<file path="config.mk">
export PLATFORM = sky130hd
export DESIGN_NAME = ils_cell
export DESIGN_NICKNAME = d
export VERILOG_FILES = /design/src/rtl/core/ils_pkg.sv /design/src/rtl/core/ils_cell.sv
export SDC_FILE = /design/constraint.sdc
export NUM_CORES = 1
export LEC_CHECK = 0
export ABC_AREA = 1
export BUFFER_PORTS_ARGS = -buffer_cell sky130_fd_sc_hd__buf_4
export CAP_MARGIN = 20
export CELL_PAD_IN_SITES_DETAIL_PLACEMENT = 1
export CELL_PAD_IN_SITES_GLOBAL_PLACEMENT = 1
export CORE_ASPECT_RATIO = 1.75
export CORE_UTILIZATION = 30
export DETAILED_ROUTE_END_ITERATION = 16
export PLACE_DENSITY_LB_ADDON = 0.1
export SLEW_MARGIN = 10
export SYNTH_ARGS = -nofsm -noshare
export SYNTH_HDL_FRONTEND = slang
export SYNTH_SLANG_ARGS = --single-unit
</file>
<file path="constraint.sdc">
create_clock -name clock -period 5.4 [get_ports clock]
set_input_delay 1.08 -clock clock [delete_from_list [all_inputs] [get_ports clock]]
set_output_delay 1.08 -clock clock [all_outputs]
set_load 0.02 [all_outputs]
</file>
<file path="src/rtl/core/ils_pkg.sv">
// Shared types and constants for the indexed list store.
`default_nettype none

package ils_pkg;

   // Field widths of the request and response words
   localparam int VALUE_W  = 32;
   localparam int INDEX_W  = 7;
   localparam int LENGTH_W = 7;

   // Default number of list cells
   localparam int DEFAULT_CAPACITY = 64;

   // Action codes carried in req_action
   localparam logic [2:0] ACT_READ   = 3'd0;
   localparam logic [2:0] ACT_FRONT  = 3'd1;
   localparam logic [2:0] ACT_BACK   = 3'd2;
   localparam logic [2:0] ACT_AT     = 3'd3;
   localparam logic [2:0] ACT_DELETE = 3'd4;

   // Read data returned for an index past the end of the list
   localparam logic [VALUE_W-1:0] NOT_FOUND_VALUE = '1;

   // What every cell of the row does in a cycle
   typedef enum logic [1:0] {
      CELL_HOLD   = 2'd0,
      CELL_INSERT = 2'd1,
      CELL_DELETE = 2'd2
   } cell_op_type;

   // Broadcast from the controller to every cell
   typedef struct packed {
      cell_op_type        op;
      logic [VALUE_W-1:0] value;
   } cell_ctrl_type;

endpackage

`default_nettype wire

</file>
<file path="src/rtl/core/ils_cell.sv">
// One list cell: holds one entry, shifts on insert or delete, forwards read data.
`default_nettype none

module ils_cell #(
   parameter int CW  = 7,
   parameter int POS = 0
) (
   input  wire                          clock,
   input  ils_pkg::cell_ctrl_type       ctrl,
   input  wire  [CW-1:0]                pos,
   input  wire  [CW-1:0]                rd_pos,
   input  wire  [ils_pkg::VALUE_W-1:0]  left_data,
   input  wire  [ils_pkg::VALUE_W-1:0]  right_data,
   input  wire  [ils_pkg::VALUE_W-1:0]  right_rd,
   output logic [ils_pkg::VALUE_W-1:0]  data_q,
   output logic [ils_pkg::VALUE_W-1:0]  rd_q
);
   import ils_pkg::*;

   localparam logic [CW-1:0] MY_POS = CW'(POS);

   logic [VALUE_W-1:0] data_ff, data_in;
   logic [VALUE_W-1:0] rd_ff, rd_in;

   // Entry update: cells behind the touched place take a neighbour's word
   always_comb begin
      data_in = data_ff;
      case (ctrl.op)
         CELL_INSERT: begin
            if (MY_POS == pos) begin
               data_in = ctrl.value;
            end else if (MY_POS > pos) begin
               data_in = left_data;
            end
         end
         CELL_DELETE: begin
            if (MY_POS >= pos) begin
               data_in = right_data;
            end
         end
         default: begin
            data_in = data_ff;
         end
      endcase
   end

   // Read path: the selected cell launches its word, the rest pass it on
   always_comb begin
      rd_in = (MY_POS == rd_pos) ? data_ff : right_rd;
   end

   always_ff @(posedge clock) begin
      data_ff <= data_in;
      rd_ff   <= rd_in;
   end

   assign data_q = data_ff;
   assign rd_q   = rd_ff;

endmodule

`default_nettype wire

</file>
==> out/qor.yml, run 1 <==
yosys:
  post_synth_instance_area_um2: 3430
  yosys.area.top_type: "sky130_fd_sc_hd__edfxtp_1"
  synth.yosys.seq_area_share_pct: 46.7
  syn_avg_cell_area_um2: 7.98
  post-synth-top-area-fraction_pct: 28.0
  synth_fp_nets: 575
  synth.ff_latch_count: 64
  synthesis.yosys.warnings: 0
  synthTopCellsByArea: "sky130_fd_sc_hd__edfxtp_1 28%, sky130_fd_sc_hd__dfxtp_1 19%, sky130_fd_sc_hd__inv_1 11%, sky130_fd_sc_hd__nand3_1 9.3%, sky130_fd_sc_hd__nand2_1 8.0%"
  synthesis.instances: 430
  number_of_distinct_library_cells_after_synthesis: 21
global_route:
  grt_max_degree: 38
  via_count_of_the_first_global_routing_pass: 3594
  grt_first_pass_wirelength_um: 17600
  global_route.usage.total_pct: 19.0
  antenna_found_initial: 0
  global_route.overflow_total: 0
timing:
  worst_slack_ns: 2.25
  skew_ns: 0.00233
  timing_max_transition_violations_final: 0
  finalWorstPathRequiredPeriod_ns: 3.15
  holdWs_ns: 0.494
  timing.max_slew.rel_slack_pct: 41.5
  crit_share_post_route_pct: 58.3
  final_hold_violation_count: 0
  worst_pin_slew_ns: 0.876
  timing.final.setup_violations: 0
  unrepaired_setup_endpoints_after_global_routing: "no"
  max_freq_mhz: 317
  setup_total_negative_slack_ns: 0
floorplan:
  die_height_um: 143
  placement_rows: 51
  die_area_um2: 11900
  ios: 209
  area_of_the_core_um2: 11100
  initial_utilization_pct: 30.9
  die_w_um: 82.8
worst_setup_path:
  cp_data_arrival_time_ns: 3.15
  path_delay_family: "buffers and inverters"
  crit_path_frequent_cell: "sky130_fd_sc_hd__buf_4"
  maximum_single_stage_delay_on_the_critical_path_ns: 0.53
  critical-path-slowest-cell: "sky130_fd_sc_hd__a211oi_4"
  critical_path_buf_inv_count: 5
  critical_path.reg2reg.endpoint: "rd_q[11]"
  critical_path.cell_chain: "buf_4 -> nor2_2 -> buf_4 -> inv_1 -> buf_16 -> a211oi_4 -> buf_4"
  critical_path.max_fanout: 33
  r2r-start: "data_q[11]"
  worst_setup_path_end_kind: "flop"
  timing.reg2reg.worst_path_depth: 2
  startpoint_type: "primary input"
  timing.setup.critical_path_class: "in2reg"
  reg_to_reg_setup_timing_slack_ns: 4.68
  critical_path_required_ns: 5.40
power_and_ir_drop:
  static-leakage-power_nw: 2.71
  pwr_density_cell_nw_per_um2: 234
  max-vdd-ir-drop_mv: 0.199
  total_power_consumption_w: 0.00124
status:
  outcome: "finished clean"
cts:
  cts_repair_resize_count: 0
  cts_inserted_buffers: 9
  clk-insertion-delay-late_ns: 0.33
  cts.clk_slew.worst_paths_ns: 0.05
  tritoncts_clock_tree: "done"
  cts_max_path_buffers: 2
  hold_buffers: 0
  cts-root-buf: "sky130_fd_sc_hd__clkbuf_16"
  cts_post_setup_buffers_inserted: 0
  clock_sink_count: 64
  h_tree_levels: 3
detailed_routing:
  detailroute.via_count: 3444
  drt-pass1-iter-count: 4
  drt_iter0_drc: 103
  routed_via_density: 4.48
  finalWirelength_um: 11200
  post-route-drc-count: 0
  antenna_violating_nets_post_route: 0
  detail_route.wl_per_cell_um: 14.5
placed_design:
  place_congestion: 0.802
  dpl.hpwl_um: 8680
  buffer_ports.inserted: 208
  place_ws_ns: 1.71
worst_hold_path:
  path_type_of_the_worst_min_delay_path: "reg2reg"
  holdPathStages: 2
  end_point_of_the_worst_hold_path: "rd_q[2]"
  timing.hold.worst.start: "data_q[2]"
finish:
  area_delta_synth_final_pct: 54.6
  num-nets-final: 776
  finalCoreUtilization_pct: 47.8
  antennaDiodeCount: 0
  post_route_cells_drive_above_1_share_pct: 45.4
run:
  maxCapViolations: 0
[layout by cell type (no fill, tap or decap), drive strengths merged]
master	count
clkinv	5
nand2	101
a211oi	1
inv	102
clkbuf	11
dfxtp	32
nand3	64
edfxtp	32
nor2b	1
nor2	7
nor3	1
o21ai	64
buf	215
[metal layers]
layer	global-route usage (%)	part of all wire, %
met1	19.7	36
met4	7.80	2.0
met2	36.0	56
met3	4.60	6.1
met5	0	0
[worst min-delay path, stage by stage (launching register included)]
cell,delay [ns]
sky130_fd_sc_hd__edfxtp_1,0.35
sky130_fd_sc_hd__nand2_1,0.05
sky130_fd_sc_hd__o21ai_1,0.05
[per-stage QoR]
stage | cells | area (µm²)
6_report | 768 | 5310
4_1_cts | 767 | 5280
2_1_floorplan | 430 | 3430
5_1_grt | 768 | 5310
3_3_place_gp | 751 | 5020
3_5_place_dp | 751 | 5020
[cell families after synthesis]
family          synth area share (%)
flops                           46.7
buf+inv                         17.0
compound gates                  12.6
simple gates                    23.7
[cells in the mapped netlist, drive strengths merged]
master  number
inv        102
o21ai       64
buf         20
edfxtp      32
a211oi       1
nor2         7
dfxtp       32
nor2b        1
nand3       64
clkbuf       5
nor3         1
nand2      101
[power breakdown]
part	internal [W]	leakage (nW)	switching (W)	total, W
registers	0.000527	0.551	0.00000439	0.000532
logic	0.000114	2.03	0.0000945	0.000208
clock network	0.000305	0.130	0.000195	0.000500
[area by class of cell]
class | instances | area (µm²)
Fill cell | 1383 | 5800
Timing Repair Buffer | 215 | 1630
Sequential cell | 64 | 1600
Multi-Input combinational cell | 239 | 1260
Inverter | 102 | 383
Clock buffer | 11 | 233
Tap cell | 132 | 165
Clock inverter | 5 | 23.8
[worst max path at each step]
stage             start          to  slack (ns)  cells after the start
3_3_place_gp   ctrl[32]  data_q[13]        1.78                      6
3_5_place_dp   ctrl[32]  data_q[13]        1.71                      6
5_1_grt        ctrl[32]  data_q[14]        2.04                      7
4_1_cts        ctrl[32]  data_q[17]        2.05                      6
2_1_floorplan    pos[6]   data_q[0]        1.05                      4
6_report       ctrl[32]  data_q[17]        2.25                      7
[sequential cells by signal (all words and copies together) (netlist names)]
| register | cells |
|---|---|
| rd_q | 32 |
| data_q | 32 |
Power figures use the tool's default switching activity.
==> run 2: changes to the inputs <==
==> constraint.sdc (replaced) <==
create_clock -name clock -period 3.3 [get_ports clock]
set_input_delay 0.66 -clock clock [delete_from_list [all_inputs] [get_ports clock]]
set_output_delay 0.66 -clock clock [all_outputs]
set_load 0.02 [all_outputs]
==> run 2 against run 1 <==
Against the previous run:
- wire length grew 5.5%
- global-route usage grew 0.68 points
- clock skew grew 0.0033 ns
- first-iteration DRC count shrank 45%
- sequential share of layout area shrank 0.37 points
- largest cell class unchanged
- combinational power grew 63%
- clock power grew 110%
- die area is the same
- critical endpoint is now data_q[19]
- critical path depth is the same
- cell count grew 0.13%
==> out/qor.yml, run 2 (same netlist as run 1, synthesis figures left out) <==
power_and_ir_drop:
  max-vdd-ir-drop_mv: 0.259
  static-leakage-power_nw: 2.73
  pwr_density_cell_nw_per_um2: 417
  total_power_consumption_w: 0.00224
floorplan:
  die_area_um2: 11900
  initial_utilization_pct: 30.9
  die_height_um: 143
  die_w_um: 82.8
  placement_rows: 51
  ios: 209
  area_of_the_core_um2: 11100
cts:
  cts.clk_slew.worst_paths_ns: 0.05
  clk-insertion-delay-late_ns: 0.33
  cts-root-buf: "sky130_fd_sc_hd__clkbuf_16"
  cts_post_setup_buffers_inserted: 0
  tritoncts_clock_tree: "done"
  clock_sink_count: 64
  cts_max_path_buffers: 2
  hold_buffers: 0
  cts_repair_resize_count: 0
  h_tree_levels: 3
  cts_inserted_buffers: 9
global_route:
  antenna_found_initial: 0
  via_count_of_the_first_global_routing_pass: 3755
  global_route.overflow_total: 0
  grt_first_pass_wirelength_um: 18200
  global_route.usage.total_pct: 19.6
  grt_max_degree: 65
timing:
  crit_share_post_route_pct: 60.9
  timing.max_slew.rel_slack_pct: 60.9
  setup_total_negative_slack_ns: 0
  final_hold_violation_count: 0
  skew_ns: 0.00567
  timing.final.setup_violations: 0
  unrepaired_setup_endpoints_after_global_routing: "no"
  finalWorstPathRequiredPeriod_ns: 2.01
  worst_pin_slew_ns: 0.585
  timing_max_transition_violations_final: 0
  max_freq_mhz: 498
worst_setup_path:
  critical_path.max_fanout: 32
  reg_to_reg_setup_timing_slack_ns: 2.59
  critical_path_required_ns: 3.38
  critical-path-slowest-cell: "sky130_fd_sc_hd__inv_2"
  cp_data_arrival_time_ns: 2.09
  timing.setup.critical_path_class: "in2reg"
  worst_setup_path_end_kind: "flop"
  startpoint_type: "primary input"
  critical_path.cell_chain: "buf_4 -> nor2_1 -> nand2_1 -> inv_2 -> nand3_1 -> nand3_1 -> nand2_1"
  maximum_single_stage_delay_on_the_critical_path_ns: 0.56
  timing.reg2reg.worst_path_depth: 2
detailed_routing:
  finalWirelength_um: 11800
  detail_route.wl_per_cell_um: 15.3
  drt-pass1-iter-count: 4
  post-route-drc-count: 0
  drt_iter0_drc: 57
  detailroute.via_count: 3564
  antenna_violating_nets_post_route: 0
  routed_via_density: 4.63
placed_design:
  dpl.hpwl_um: 8970
  buffer_ports.inserted: 208
  place_congestion: 0.764
run:
  maxCapViolations: 0
finish:
  layout_common_cells: "215 x sky130_fd_sc_hd__buf_4, 101 x sky130_fd_sc_hd__inv_1, 73 x sky130_fd_sc_hd__nand2_1, 64 x sky130_fd_sc_hd__nand3_1"
  multi_input_area_um2: 1260
  area_delta_synth_final_pct: 56.6
  antennaDiodeCount: 0
  seqCellArea_um2: 1600
  n_fill_cell: 1380
  num-nets-final: 777
  post_route_cells_drive_above_1_share_pct: 45.7
  most_common_cell_after_layout_fill_and_taps_aside: "sky130_fd_sc_hd__buf_4"
worst_hold_path:
  path_type_of_the_worst_min_delay_path: "reg2reg"
  holdPathStages: 2
status:
  outcome: "finished clean"
run 2: cell types whose count changed in the layout (fill, tap and decap cells not counted), sizes merged:
cell / previous run / this run
clkinv: 5 / 2
bufinv: 0 / 2
clkinvlp: 0 / 1
buf: 215 / 216
run 2: layer usage:
layer / track usage (%) / vias to the layer above / part of all wire (%)
li1: - / 1739 / -
met1: 20.3 / 1660 / 36
met2: 37.7 / 146 / 55
met3: 4.31 / 19 / 6.2
met4: 8.26 / 0 / 2.4
met5: 0 / - / 0
run 2: worst paths after layout:
path / from / to
setup reg to reg: data_q[31] / rd_q[31]
hold / removal: data_q[3] / rd_q[3]
setup / recovery: pos[3] / data_q[19]
hold reg to reg: data_q[3] / rd_q[3]
run 2: layout make-up:
cell class / instances / area share, %
clock buffer: 11 / 4.52
inverter: 102 / 7.13
sequential: 64 / 29.8
tap: 132 / 3.07
timing repair buffer: 216 / 30.4
clock inverter: 5 / 1.49
multi-input combinational: 239 / 23.5
run 2: where the power goes:
part / leakage, nW / switching (W) / internal (W) / total, W
clock: 0.153 / 0.000349 / 0.000680 / 0.00103
combinational: 2.03 / 0.000156 / 0.000184 / 0.000340
sequential: 0.551 / 0.00000702 / 0.000862 / 0.000869
run 2: metrics by stage:
stage / utilization, % / cell area (µm²) / hold WS (ns) / setup slack, ns / instances
4_1_cts: 48.4 / 5370 / 0.497 / 1.29 / 769
3_3_place_gp: 45.5 / 5050 / 0.469 / 1.05 / 753
5_1_grt: 48.4 / 5370 / 0.515 / 1.19 / 769
6_report: 48.4 / 5370 / 0.492 / 1.29 / 769
3_5_place_dp: 45.5 / 5050 / 0.482 / 0.953 / 753
2_1_floorplan: - / 3440 / 0.597 / 0.476 / 430
run 2: worst max-delay path: cells and delay by family:
kind | cells | cell delay [ns]
buffers and inverters | 2 | 0.67
AND/OR/NAND/NOR | 5 | 0.76
